[src/rtl/core/iir4_pkg.sv]
// Package for the fourth-order IIR filter: defaults, register indexes,
// the sequencer phase type and the control struct sent to the datapath cells.
// No dependencies.
package iir4_pkg;

  localparam int SAMPLE_WIDTH_DEF = 16;
  localparam int COEF_WIDTH_DEF   = 24;
  localparam int ACCUM_WIDTH_DEF  = 48;

  localparam int NUM_SECTIONS   = 4;
  localparam int NUM_COEFS      = 9;
  localparam int NUM_PAIRS      = 4;
  localparam int CFG_ADDR_WIDTH = 6;
  localparam int CFG_DATA_WIDTH = 64;
  localparam int CFG_IDX_LSB    = 3;

  typedef enum logic [2:0] {
    REG_B0_B1 = 3'd0,
    REG_B2_B3 = 3'd1,
    REG_B4_A1 = 3'd2,
    REG_A2_A3 = 3'd3,
    REG_A4    = 3'd4
  } reg_idx_t;

  typedef enum logic [2:0] {
    PH_IDLE,
    PH_MUL_BX,
    PH_CALC_Y,
    PH_MUL_LO,
    PH_MUL_HI,
    PH_MERGE,
    PH_ROUND,
    PH_UPDATE
  } phase_t;

  typedef struct packed {
    logic mul_bx;
    logic calc_y;
    logic mul_lo;
    logic mul_hi;
    logic merge;
    logic round;
    logic update;
  } ctrl_t;

endpackage

[src/rtl/core/iir4_cell.sv]
// One section of the transposed form: holds one accumulator and computes
// s = s_next + b*x - round(a*y) on a shared multiplier. Depends on iir4_pkg.
module iir4_cell #(
  parameter int SAMPLE_WIDTH = iir4_pkg::SAMPLE_WIDTH_DEF,
  parameter int COEF_WIDTH   = iir4_pkg::COEF_WIDTH_DEF,
  parameter int ACCUM_WIDTH  = iir4_pkg::ACCUM_WIDTH_DEF
) (
  input  logic                           clk,
  input  logic                           rst_n,
  input  iir4_pkg::ctrl_t                ctrl,
  input  logic signed [SAMPLE_WIDTH-1:0] x,
  input  logic signed [ACCUM_WIDTH-1:0]  y,
  input  logic signed [COEF_WIDTH-1:0]   coef_b,
  input  logic signed [COEF_WIDTH-1:0]   coef_a,
  input  logic signed [ACCUM_WIDTH-1:0]  s_next,
  output logic signed [ACCUM_WIDTH-1:0]  s,
  output logic                           clip
);

  localparam int S   = SAMPLE_WIDTH;
  localparam int C   = COEF_WIDTH;
  localparam int A   = ACCUM_WIDTH;
  localparam int F   = C - 4;
  localparam int H   = A / 2;
  localparam int MB0 = (S > H + 1) ? S : H + 1;
  localparam int MB  = (MB0 > A - H) ? MB0 : A - H;
  localparam int MW  = C + MB;
  localparam int AW  = C + A;
  localparam int QW  = AW - F;
  localparam int TW  = ((C + S > QW) ? C + S : QW) + 2;
  localparam logic signed [AW-1:0] HALF = AW'(1) << (F - 1);

  logic signed [C-1:0]     op_a;
  logic signed [MB-1:0]    op_b;
  logic signed [MW-1:0]    mul_w;
  logic signed [C+S-1:0]   bx_r;
  logic signed [MW-1:0]    lo_r;
  logic signed [MW-1:0]    hi_r;
  logic signed [AW-1:0]    acc_r;
  logic signed [AW-1:0]    acc_nxt;
  logic signed [AW-1:0]    acc_half;
  logic signed [QW-1:0]    q_r;
  logic signed [QW-1:0]    q_nxt;
  logic signed [TW-1:0]    t;
  logic                    tfit;
  logic signed [A-1:0]     s_r;
  logic signed [A-1:0]     s_nxt;

  // y splits into an unsigned low half and a signed high half
  always_comb begin
    op_a = ctrl.mul_bx ? coef_b : coef_a;
    priority if (ctrl.mul_lo) begin
      op_b = MB'($signed({1'b0, y[H-1:0]}));
    end else if (ctrl.mul_hi) begin
      op_b = MB'($signed(y[A-1:H]));
    end else begin
      op_b = MB'(x);
    end
  end

  assign mul_w    = op_a * op_b;
  assign acc_nxt  = (AW'(hi_r) <<< H) + AW'(lo_r);
  assign acc_half = acc_r + HALF;
  assign q_nxt    = QW'(acc_half >>> F);

  assign t     = TW'(bx_r) + TW'(s_next) - TW'(q_r);
  assign tfit  = (&t[TW-1:A-1]) || (~|t[TW-1:A-1]);
  assign s_nxt = tfit ? t[A-1:0] : {t[TW-1], {(A-1){~t[TW-1]}}};

  always_ff @(posedge clk) begin
    if (ctrl.mul_bx) begin
      bx_r <= $signed(mul_w[C+S-1:0]);
    end
    if (ctrl.mul_lo) begin
      lo_r <= mul_w;
    end
    if (ctrl.mul_hi) begin
      hi_r <= mul_w;
    end
    if (ctrl.merge) begin
      acc_r <= acc_nxt;
    end
    if (ctrl.round) begin
      q_r <= q_nxt;
    end
  end

  always_ff @(posedge clk) begin
    if (!rst_n) begin
      s_r <= '0;
    end else if (ctrl.update) begin
      s_r <= s_nxt;
    end
  end

  assign s    = s_r;
  assign clip = ~tfit;

endmodule

[config.mk]
export PLATFORM = sky130hd
export DESIGN_NAME = iir4_cell
export DESIGN_NICKNAME = d
export VERILOG_FILES = /design/src/rtl/core/iir4_pkg.sv /design/src/rtl/core/iir4_cell.sv
export SDC_FILE = /design/constraint.sdc
export NUM_CORES = 2
export LEC_CHECK = 0
export BUFFER_PORTS_ARGS = -buffer_cell sky130_fd_sc_hd__buf_4
export CAP_MARGIN = 10
export CORE_UTILIZATION = 55
export CTS_CLUSTER_DIAMETER = 100
export DETAILED_ROUTE_END_ITERATION = 6
export MAX_ROUTING_LAYER = met4
export PLACE_DENSITY_LB_ADDON = 0.12
export REMOVE_ABC_BUFFERS = 1
export SYNTH_ARGS = -nofsm -noshare
export SYNTH_HDL_FRONTEND = slang
export SYNTH_SLANG_ARGS = --single-unit
[constraint.sdc]
create_clock -name clk -period 26.6 [get_ports clk]
set_input_delay 3.99 -clock clk [delete_from_list [all_inputs] [get_ports clk]]
set_output_delay 3.99 -clock clk [all_outputs]
set_load 0.02 [all_outputs]
==> impl_metrics.toml <==
[setup_path]
worstPathRequired_ns = 26.88
crit_fanout = 61
crit_path_start_kind = "input pin"
criticalPathCategory = "input pin to register"
arrival_ns = 12.80
end_kind = "register"

[routing]
num_vias = 28150
wl_um = 96730
drc = 0
dr.pass1.iters = 5
drtIter0Drc = 1817
ant_nets = 0
viasPerCell = 5.416
wire_per_inst_um = 18.61

[sta]
finalHoldViolCount = 0
fmax_ghz = 0.07987
period_needed_ns = 12.52
finalWorstSetupSlack_ns = 14.08
timing.slew.headroom_pct = 23.33
slew_violations = 0
final.period_utilization_pct = 47.07
rsz0062_at_grt = "false"
finClkSkew_ns = 0.01372
setup_violations = 0
setup-tns-final_ns = 0
worst_pin_slew_ns = 1.142

[grt]
grt_pass1_wl_um = 152700
grt_pass1_vias = 28440
grt_max_degree = 62
gr-total-overflow = 0
groute.usage.overall_pct = 28.51
antenna_found_initial = 1

[floorplanning]
die_x_um = 267.5
row_count = 96
initial_core_util_pct = 56.04
fp.dieH_um = 267.5
die_area_um2 = 71560
fp.coreArea_um2 = 69190
io_pins = 218

[clocking]
clk_pin_slew_ns = 0.07
cts_buffers = 24
cts.repair.resized = 0
ctsHtreeMaxLevel = 1
clk_latency_ns = 0.54
clockBufferDepth = 3
cts_hold_buf = 0
root_buffer = "clkbuf_16"
clock_sinks = 271
post-cts-setup-buffers = 0
cts_tree = "done"

[status]
status = "completed"

[hold_path]
hold_class = "register to register"

[cells_and_area]
layout-drive-gt1-share_pct = 8.863
nets = 5337
final_cell_mix = "inv_1, fa_1, nand2_1"
layout_commonest_cell = "inv_1"
areaGrowthSynthToFinish_pct = 8.377
instances_no_fill = 5197

[synth]
syn_area_um2 = 38770
async_reset_ff_share_pct = 0
synth_area_leaders = "fa_1, edfxtp_1, inv_1, ha_1, nand2_1"
synthFlopType = "edfxtp_1"
synth_seq_cells = 271
synth_cell_type_count = 71
avgSynthCellArea_um2 = 9.415
synth_top_area_share_pct = 35.21
ys_seq_area_share_pct = 19.75
synth_warnings = 0
synth_top_area_cell = "fa_1"
synthCells = 4118
synth_edf_count = 223

[place]
dp_cells = 5154
hpwlAfterDp_um = 79880
place_congestion = 0.9512
post-place-ws_ns = 13.46
port_buffers = 216

[job]
maxCapViolCount = 0
## synthesized netlist by cell type, types with 7 or more instances
cell      number
inv_1        839
fa_1         682
nand2_1      463
nor2_1       370
ha_1         237
edfxtp_1     223
a21oi_1      175
o21ai_0      145
clkbuf_1     140
xnor2_1      133
a21o_1        88
xor2_1        60
nand3_1       56
dfxtp_1       48
o21a_1        42
mux2i_1       36
nand4_1       31
a21oi_2       30
and3_1        30
nor3_1        30
nand2b_1      29
and2_1        21
nor2b_1       21
mux2_2        18
o21bai_1      16
a31oi_1       15
or2_2         13
and4_1        11
a211oi_1      10
o21ai_1       10
o211ai_1       8
buf_2          7
## registers in the layout (all words and copies together) (netlist names)
register and flops:
bx_r 40, q_r 52, hi_r 48, acc_r 53
lo_r 30, s 48
## metrics by stage
stage / hold WS (ns) / util, % / instance area [um^2]
detailed placement: 0.4045 / 59.66 / 41280
floorplan: 0.4003 / - / 38110
finish: 0.4166 / 60.73 / 42020
global route: 0.4275 / 60.73 / 42020
CTS: 0.4196 / 60.73 / 42020
global placement: 0.4028 / 59.66 / 41280
## area by class of cell
cell class	count	area (um^2)
Multi-Input combinational cell	2853	27350
Tap cell	931	1165
Timing Repair Buffer	260	1952
Clock buffer	28	636.9
Sequential cell	271	7657
Inverter	839	3149
Fill cell	6146	27170
Antenna cell	1	2.502
Clock inverter	14	105.1
## critical path: stages
cell and delay (ns):
buf_4 0.24, buf_4 0.68, mux2i_1 0.22, o21ai_1 0.92, nand2_1 0.17, fa_1 0.56
inv_1 0.05, fa_1 0.49, inv_1 0.06, fa_1 0.52, inv_1 0.05, fa_1 0.54
fa_1 0.44, fa_1 0.49, inv_1 0.05, fa_1 0.49, inv_1 0.05, ha_1 0.33
a21o_1 0.19, a21oi_1 0.23, nand2_1 0.08, o31ai_1 0.32, a21oi_1 0.21, o2111ai_1 0.29
a311oi_1 0.20, a311oi_1 0.54, mux2i_1 0.24, nand4_1 0.09
## layer usage
metal | GRT usage [%] | part of all wire [%] | wire length, um
met5 | - | 0 | 0
met4 | 8.402 | 3.4 | 3249
met3 | 3.944 | 6.9 | 6648
met2 | 46.96 | 48 | 46170
met1 | 36.85 | 42 | 40660
## path summary, 6_finish.rpt
kind | from | endpoint | slack (ns) | cells past startpoint
worst max-delay path | ctrl[3] | lo_r[48] | 14.08 | 28
worst min-delay path | lo_r[21] | acc_r[21] | 0.42 | 0
worst max register to register | bx_r[39] | s[2] | 21.44 | 15
worst min register to register | lo_r[21] | acc_r[21] | 0.42 | 0
## cells by family (layout without fill, tap and decap cells)
family	Yosys count	in the layout	share of synthesized area, %
XOR/XNOR	193	193	4.360
other	0	1	0
adder cells (fa/ha/maj)	919	919	42.86
flip-flops	271	271	19.75
AND/OR/NAND/NOR	1093	1093	12.12
buffers and inverters	994	1141	9.833
multiplexers	54	54	1.452
AO/OA/AOI/OAI	594	594	9.626
Power is left out: the tool's default activity adds up to more than one toggle a clock period on the data nets, which glitch-free logic cannot reach.
