**src/rtl/core/iir4_pkg.sv**
```systemverilog
// Package for the fourth-order IIR filter: defaults, register indexes,
// the sequencer phase type and the control struct sent to the datapath cells.
// No dependencies.
package iir4_pkg;

  localparam int SAMPLE_WIDTH_DEF = 16;
  localparam int COEF_WIDTH_DEF   = 24;
  localparam int ACCUM_WIDTH_DEF  = 48;

  localparam int NUM_SECTIONS   = 4;
  localparam int NUM_COEFS      = 9;
  localparam int NUM_PAIRS      = 4;
  localparam int CFG_ADDR_WIDTH = 6;
  localparam int CFG_DATA_WIDTH = 64;
  localparam int CFG_IDX_LSB    = 3;

  typedef enum logic [2:0] {
    REG_B0_B1 = 3'd0,
    REG_B2_B3 = 3'd1,
    REG_B4_A1 = 3'd2,
    REG_A2_A3 = 3'd3,
    REG_A4    = 3'd4
  } reg_idx_t;

  typedef enum logic [2:0] {
    PH_IDLE,
    PH_MUL_BX,
    PH_CALC_Y,
    PH_MUL_LO,
    PH_MUL_HI,
    PH_MERGE,
    PH_ROUND,
    PH_UPDATE
  } phase_t;

  typedef struct packed {
    logic mul_bx;
    logic calc_y;
    logic mul_lo;
    logic mul_hi;
    logic merge;
    logic round;
    logic update;
  } ctrl_t;

endpackage

```
**src/rtl/core/iir4_head.sv**
```systemverilog
// Head of the filter: forms y = b0*x + s0 with saturation and the rounded,
// saturated output sample. Depends on iir4_pkg.
module iir4_head #(
  parameter int SAMPLE_WIDTH = iir4_pkg::SAMPLE_WIDTH_DEF,
  parameter int COEF_WIDTH   = iir4_pkg::COEF_WIDTH_DEF,
  parameter int ACCUM_WIDTH  = iir4_pkg::ACCUM_WIDTH_DEF
) (
  input  logic                           clk,
  input  iir4_pkg::ctrl_t                ctrl,
  input  logic signed [SAMPLE_WIDTH-1:0] x,
  input  logic signed [COEF_WIDTH-1:0]   coef_b0,
  input  logic signed [ACCUM_WIDTH-1:0]  s0,
  output logic signed [ACCUM_WIDTH-1:0]  y,
  output logic                           y_clip,
  output logic signed [SAMPLE_WIDTH-1:0] sample,
  output logic                           sample_clip
);

  localparam int S    = SAMPLE_WIDTH;
  localparam int C    = COEF_WIDTH;
  localparam int A    = ACCUM_WIDTH;
  localparam int F    = C - 4;
  localparam int PW   = C + S;
  localparam int YW   = ((PW > A) ? PW : A) + 1;
  localparam int RX   = A + S + 1;
  localparam logic signed [RX-1:0] HALF = RX'(1) << (F - 1);

  logic signed [PW-1:0] prod_r;
  logic signed [PW-1:0] prod_nxt;
  logic signed [YW-1:0] ysum;
  logic                 yfit;
  logic signed [A-1:0]  y_r;
  logic signed [A-1:0]  y_nxt;
  logic                 yclip_r;
  logic signed [RX-1:0] yx;
  logic signed [RX-1:0] yq;
  logic                 qfit;

  assign prod_nxt = coef_b0 * x;

  // exact sum, then one saturation to the accumulator width
  assign ysum  = YW'(prod_r) + YW'(s0);
  assign yfit  = (&ysum[YW-1:A-1]) || (~|ysum[YW-1:A-1]);
  assign y_nxt = yfit ? ysum[A-1:0] : {ysum[YW-1], {(A-1){~ysum[YW-1]}}};

  always_ff @(posedge clk) begin
    if (ctrl.mul_bx) begin
      prod_r <= prod_nxt;
    end
    if (ctrl.calc_y) begin
      y_r     <= y_nxt;
      yclip_r <= ~yfit;
    end
  end

  // round half up to an integer, then saturate to the sample width
  assign yx     = RX'(y_r) + HALF;
  assign yq     = yx >>> F;
  assign qfit   = (&yq[RX-1:S-1]) || (~|yq[RX-1:S-1]);
  assign sample = qfit ? yq[S-1:0] : {yq[RX-1], {(S-1){~yq[RX-1]}}};

  assign sample_clip = ~qfit;
  assign y           = y_r;
  assign y_clip      = yclip_r;

endmodule

```
**config.mk**
```make
export PLATFORM = sky130hd
export DESIGN_NAME = iir4_head
export DESIGN_NICKNAME = d
export VERILOG_FILES = /design/src/rtl/core/iir4_pkg.sv /design/src/rtl/core/iir4_head.sv
export SDC_FILE = /design/constraint.sdc
export NUM_CORES = 1
export LEC_CHECK = 0
export BUFFER_PORTS_ARGS = -buffer_cell sky130_fd_sc_hd__buf_4
export CELL_PAD_IN_SITES_DETAIL_PLACEMENT = 0
export CELL_PAD_IN_SITES_GLOBAL_PLACEMENT = 1
export CORE_MARGIN = 1.5
export CORE_UTILIZATION = 53
export CTS_CLUSTER_SIZE = 40
export DETAILED_ROUTE_END_ITERATION = 12
export PLACE_DENSITY_LB_ADDON = 0.1
export SLEW_MARGIN = 20
export SYNTH_ARGS = -nofsm -noshare
export SYNTH_HDL_FRONTEND = slang
export SYNTH_SLANG_ARGS = --single-unit
export TNS_END_PERCENT = 10
```
**constraint.sdc**
```tcl
create_clock -name clk -period 11.11 [get_ports clk]
set_input_delay 0.5555 -clock clk [delete_from_list [all_inputs] [get_ports clk]]
set_output_delay 0.5555 -clock clk [all_outputs]
set_load 0.005 [all_outputs]
```
==> summary.txt, run 1 <==
Detailed routing
  – Routed Antenna Nets: 0
  – Via/cell ratio: around 5.4
  – Routed wire length: roughly 51 mm
  – 1st-pass router iterations: 5
  – DRC: 0
  – DRT iter0 DRCs: 674
  – DR WL/cell: 18.0 um
  – Via total after detailed routing: roughly 15000

Worst setup path
  – CP Launch Type: primary input
  – CP max FO: 19
  – Worst Path Required: around 11000 ps
  – FF-to-FF Start: prod_r[0]
  – Worst Path Arrival: slightly above 7000 ps
  – Critical path capture point type: register
  – Worst setup path start: x[15]
  – Crit Path Class: in2reg

STA
  – Setup TNS Final: 0 ps
  – Fin. max-slew vios: 0
  – Hold Violations, Final: 0
  – Final period util: between 60% and 70%
  – Max Clock Freq: roughly 140 MHz
  – Final setup fails: 0
  – Worst Skew: 4.77 ps
  – Period minus WS final: roughly 7100 ps
  – RSZ-0062 raised after global routing: false
  – Max-slew headroom: between 40% and 50%
  – Worst-Margin Slew: just over 800 ps

Synthesis
  – Cell area after synthesis: 20600 um2
  – Syn nets: about 2900
  – Largest family of logic cells by synthesized area: adder cells
  – Syn Inst Count: 2235
  – Sequential fraction of the synthesis area: 12.9%
  – Post-synthesis mux area share: 0.352%
  – Synth Register Bits: 89
  – Xor-xnor portion of the synthesized cell area: 4.12%
  – FFs w/ async S/R, synth: 0%
  – Ys Warns: 0
  – Unique masters post-synth: 90
  – EDFF count, synth: 89
  – Synth Area in Compound Gates: approximately 11%
  – Synth Area in Simple Gates: between 15 and 20%
  – Avg Cell Area, Syn: approximately 9.2 um2
  – Primary FF master, synth: edfxtp_1
  – Adder-cell share of the synthesized area: between 40% and 50%

Finish
  – Final net count: 2935
  – Post-Route Utilization: between 50% and 60%
  – Share of layout cells above drive strength 1: 10.8%
  – Area delta synth->final: 8.35%
  – Area occupied by multi-input gates: ~16000 um2
  – Final Cell Area: about 22000 um2
  – Filler cells: roughly 3600
  – FF+latch area: ~2700 um2
  – ANT cells: 0
  – Non-filler instance count after layout: about 2800

Place
  – Inst Count DP: about 2800
  – Routability Congestion: just under 0.9
  – Placed cell areas: 22100 um2
  – # port buffers: between 150 and 200
  – DPL Wire Length: just over 40 mm

Status
  – Outcome: finished, final reports clean

Clock tree
  – CTS Sinks: 89
  – CTS H-tree lvls: 3
  – CTS tree: yes
  – Clock latency on the worst-skew pair: between 300 and 400 ps
  – Setup bufs post-CTS: 0
  – Cts repair resizes: 0
  – Clock buffer depth: 2
  – CTS Root Cell: clkbuf_16
  – Hold-fix buffers, CTS: 0
  – Clock Pin Slew Worst Setup and Hold Paths: around 60 ps
  – Cts bufs inserted: 9

Floorplan
  – Core area: 38600 um2
  – Die Height: about 200 um
  – Die W: between 200 and 250 um
  – Die area: approximately 40000 um2
  – Number of top-level pins: roughly 160
  – Num rows: 72
  – Initial Util: 53.5%

Worst hold path
  – Hold Path Class: in2reg
  – Hold path startpoint: s0[0]

Flow run
  – Maxcap violations: 0

Global route
  – Gr ovfl total: 0
  – First-pass GRT wire length: about 85 mm
  – Largest net degree at the start of global routing: 50
  – Initial antenna violation count: 0
  – Total track usage: a little over a quarter
  – Vias in the first global route: 16200
## flip-flops by register name, summed over array words and instances (netlist names)
| register | flops |
|---|---|
| prod_r | 40 |
| y | 48 |
| y_clip | 1 |
## synthesized netlist by cell type (all sizes together), types with 3 or more instances
cell       n  area, um2
o21a       6       45.0
nor2b     11       68.8
edfxtp    89       2670
or2        3       18.8
xor2      29        254
o21ai     58        298
mux2i      5       50.1
nand4     15        100
nand2    266        998
or3        9       61.3
maj3       7       78.8
o41ai      6       67.6
nor3      20        111
nand2b    17        106
a21oi    141        833
fa       375       7510
buf       15        121
a31o       4       35.0
nand3     32        203
a21o      43        324
a2111oi    5       62.6
o21bai    11       82.6
o31ai      6       58.8
and2     161       1010
ha       147       1840
xnor2     68        596
nor4       6       58.8
clkbuf    71        269
a211oi    10       85.1
and4       7       63.8
o31a       3       26.3
inv      449       1690
a31oi     16        128
and3      15       96.3
o211ai     5       42.5
nor2      67        251
o22ai      6       37.5
## per-layer routing
metal / track usage, % / vias to the layer above / share of wire [%]
li1: - / 7215 / -
met1: 38.0 / 7590 / 47
met2: 43.5 / 472 / 45
met3: 3.32 / 76 / 5.5
met4: 6.85 / 0 / 2.2
met5: 0 / - / 0
## worst max-delay path, stage by stage
cell and delay (ps):
buf_4 170, clkinv_1 670, nor2_1 330, fa_1 460
fa_1 470, fa_1 530, fa_1 440, fa_1 500
inv_1 50, fa_1 550, inv_1 60, ha_1 340
a21o_1 200, a21o_1 170, a21oi_1 220, o21ai_0 120
a21oi_1 220, o22ai_1 150, o21ai_0 430, mux2i_1 230
nor4bb_1 350
## cells in the final DEF, fill, tap and decap left out, types with 42 or more instances in the layout
cell type	n
inv_1	448
fa_1	375
nor2_1	67
edfxtp_1	89
xnor2_1	68
a21o_1	42
and2_1	159
a21oi_1	109
nand2_1	266
buf_4	157
ha_1	147
o21ai_0	49
## area by class of cell
cell class                 count  area share [%]
clock inverter                 5           0.246
clock buffer                  11            1.04
multi-input combinational   1610            71.0
sequential                    89            12.0
timing repair buffer         157            5.27
inverter                     450            7.55
tap                          518            2.90
## final timing paths
check / end / slack, ps / cells after the start
max reg2reg: y[42] / 7090 / 12
max: prod_r[39] / 4040 / 21
min: y[0] / 660 / 4
min reg2reg: y[0] / 730 / 3
## cells by family (layout without fill, tap and decap cells)
family,Yosys count,in the layout
and+or+nand+nor,640,640
buffers and inverters,536,623
adders and majority gates,529,529
AOI/OAI and AO/OA,337,337
xor gates and xnor gates,97,97
DFF,89,89
muxes,7,7
## stage by stage
stage / setup slack, ps / hold slack, ps
after CTS: 4030 / 642
after global routing: 3750 / 683
after floorplan: 4830 / 650
after detailed placement: 3680 / 718
after global placement: 3720 / 703
final: 4040 / 657
Power of run 1 is left out: the tool's default activity adds up to more than one toggle a clock period on the data nets, which glitch-free logic cannot reach.
==> run 2, diff against run 1 <==
--- a/config.mk
+++ b/config.mk
@@ -9,7 +9,7 @@
 export CELL_PAD_IN_SITES_DETAIL_PLACEMENT = 0
 export CELL_PAD_IN_SITES_GLOBAL_PLACEMENT = 1
 export CORE_MARGIN = 1.5
-export CORE_UTILIZATION = 53
+export CORE_UTILIZATION = 44
 export CTS_CLUSTER_SIZE = 40
 export DETAILED_ROUTE_END_ITERATION = 12
 export PLACE_DENSITY_LB_ADDON = 0.1
==> constraint.sdc (replaced) <==
create_clock -name clk -period 6.4 [get_ports clk]
set_input_delay 0.32 -clock clk [delete_from_list [all_inputs] [get_ports clk]]
set_output_delay 0.32 -clock clk [all_outputs]
set_load 0.005 [all_outputs]
==> run 2 against run 1 <==
Cell count up 5.9%; via count down 1.1%; register-to-register slack worse by 4700 ps; global-route usage down 4.7 points; first-iteration DRC count down 15%; clock skew down 0.70 ps.
==> summary.txt, run 2 (same netlist as run 1, synthesis figures left out) <==
Status
  – Outcome: finished, final reports clean

Floorplan
  – Core area: 46500 um2 (+20%)
  – Num rows: 79 (+9.7%)
  – Initial Util: 44.4% (-9.1 points)
  – Die Height: 220 um (+9.6%)
  – Number of top-level pins: 162 (unchanged)
  – Die area: 48200 um2 (+20%)
  – Die W: 220 um (+9.6%)

Clock tree
  – CTS tree: yes
  – Setup bufs post-CTS: 0 (unchanged)
  – CTS Root Cell: clkbuf_16
  – Clock Pin Slew Worst Setup and Hold Paths: 60 ps (about the same)
  – Clock buffer depth: 2 (unchanged)
  – Cts bufs inserted: 9 (unchanged)
  – CTS Sinks: 89 (unchanged)
  – Clock latency on the worst-skew pair: 350 ps (about the same)
  – CTS H-tree lvls: 3 (unchanged)
  – Hold-fix buffers, CTS: 0 (unchanged)

Place
  – DPL Wire Length: 44.4 mm (+9.3%)
  – Routability Congestion: 0.863 (-1.6%)
  – Inst Count DP: 2992 (+5.9%)
  – # port buffers: 156 (unchanged)
  – Placed cell areas: 22900 um2 (+3.6%)

Worst setup path
  – Crit Path Class: in2reg
  – Max incr delay on CP: 530 ps (-140 ps)
  – Most Frequent Cell on Critical Path: fa_1
  – CP cell instances: buf_4, and2_1, fa_1, inv_1, fa_1, fa_1, inv_1, fa_1, fa_1, inv_1, fa_1, inv_1, ha_1, a21o_1, a21oi_1, o21ai_0, a221oi_1, a21oi_1, a21boi_2, o21ai_0, o41ai_1, xnor2_1
  – Worst Path Arrival: 6090 ps (-1130 ps)
  – Slowest-stage cell, CP: fa_1
  – Critical path capture point type: register
  – CP Launch Type: primary input
  – CP max FO: 12 (-7)
  – Worst Path Required: 6500 ps (-4760 ps)

Detailed routing
  – Via total after detailed routing: 15200 (-1.1%)
  – DRC: 0 (unchanged)
  – Routed wire length: 50.8 mm (-0.84%)
  – Routed Antenna Nets: 0 (unchanged)
  – Via/cell ratio: 5.05 (-6.7%)
  – DR WL/cell: 16.9 um (-6.4%)
  – DRT iter0 DRCs: 575 (-15%)
  – 1st-pass router iterations: 5 (unchanged)

Finish
  – Post-Route Utilization: 49.9% (-8.1 points)
  – ANT cells: 0 (unchanged)
  – Final net count: 3014 (+2.7%)
  – Share of layout cells above drive strength 1: 13.7% (+2.9 points)
  – Area delta synth->final: 12.3%
  – Commonest non-fill, non-tap cell in the layout: inv_1
  – Non-filler instance count after layout: 3008 (+5.9%)
  – Final Cell Area: 23200 um2 (+3.6%)
  – Largest register FFs: 48 (unchanged)
  – Commonest non-fill, non-tap cells in the layout: inv_1 (448), fa_1 (375), nand2_1 (266)

Worst hold path
  – Hold Path Class: in2reg

STA
  – RSZ-0062 raised after global routing: false
  – Final setup fails: 0 (unchanged)
  – Max Clock Freq: between 150 and 200 MHz
  – Max-slew headroom: 40.9% (-4.0 points)
  – Worst Skew: 4.07 ps (-0.698 ps)
  – Final period util: roughly 94%
  – Period minus WS final: approximately 6000 ps
  – Worst-Margin Slew: 885 ps (+63.5 ps)
  – Hold Violations, Final: 0 (unchanged)
  – Fin. max-slew vios: 0 (unchanged)

Global route
  – Initial antenna violation count: 0 (unchanged)
  – First-pass GRT wire length: 83.3 mm (-1.8%)
  – Vias in the first global route: 16000 (-1.3%)
  – Gr ovfl total: 0 (unchanged)
  – Largest net degree at the start of global routing: 50 (unchanged)
  – Total track usage: 22.0% (-4.7 points)

Flow run
  – Maxcap violations: 0 (unchanged)
run 2: layout make-up:
class | count | area (um2)
inverter | 450 | 1690
timing repair buffer | 236 | 1860
tap | 607 | 759
fill | 4517 | 23300
sequential | 89 | 2670
clock inverter | 3 | 65.1
clock buffer | 13 | 240
multi-input combinational | 1610 | 15900
run 2: worst paths after layout:
check / startpoint / endpoint / slack [ps] / cells after the start
hold reg to reg: prod_r[0] / y[0] / 710 / 3
setup reg to reg: prod_r[0] / y[42] / 2420 / 12
hold / removal: s0[0] / y[0] / 420 / 4
setup / recovery: x[4] / prod_r[36] / 410 / 22
run 2: metrics by stage:
stage / hold WS, ps / setup TNS, ps / worst slack, ps
floorplan: 432 / 0 / 359
global placement: 711 / -98.4 / -79.6
detailed placement: 694 / -152 / -115
CTS: 403 / 0 / 263
global route: 447 / 0 / 41.9
finish: 421 / 0 / 410
run 2: timing repair:
| item | 4_1_cts | 5_1_grt |
|---|---|---|
| endpoints found under the hold margin | 0 | 0 |
| endpoints found under the setup margin | 0 | 1 |
| gates resized for setup | 0 | 1 |
run 2: metal layers:
layer	GRT usage (%)	wire length (um)	up-vias
met3	2.43	2040	39
met4	4.38	784	0
met5	0	0	-
met1	31.0	24300	7486
met2	36.7	23700	276
li1	-	-	7376
run 2: worst max-delay path, delay by kind of cell:
family                   cells  cell delay (ps)
adder cells (fa/ha/maj)      7             3280
AO/OA/AOI/OAI                8             1820
AND/OR/NAND/NOR              1              170
buffers and inverters        5              370
XOR/XNOR                     1              100
Power of run 2 is left out for the same reason.
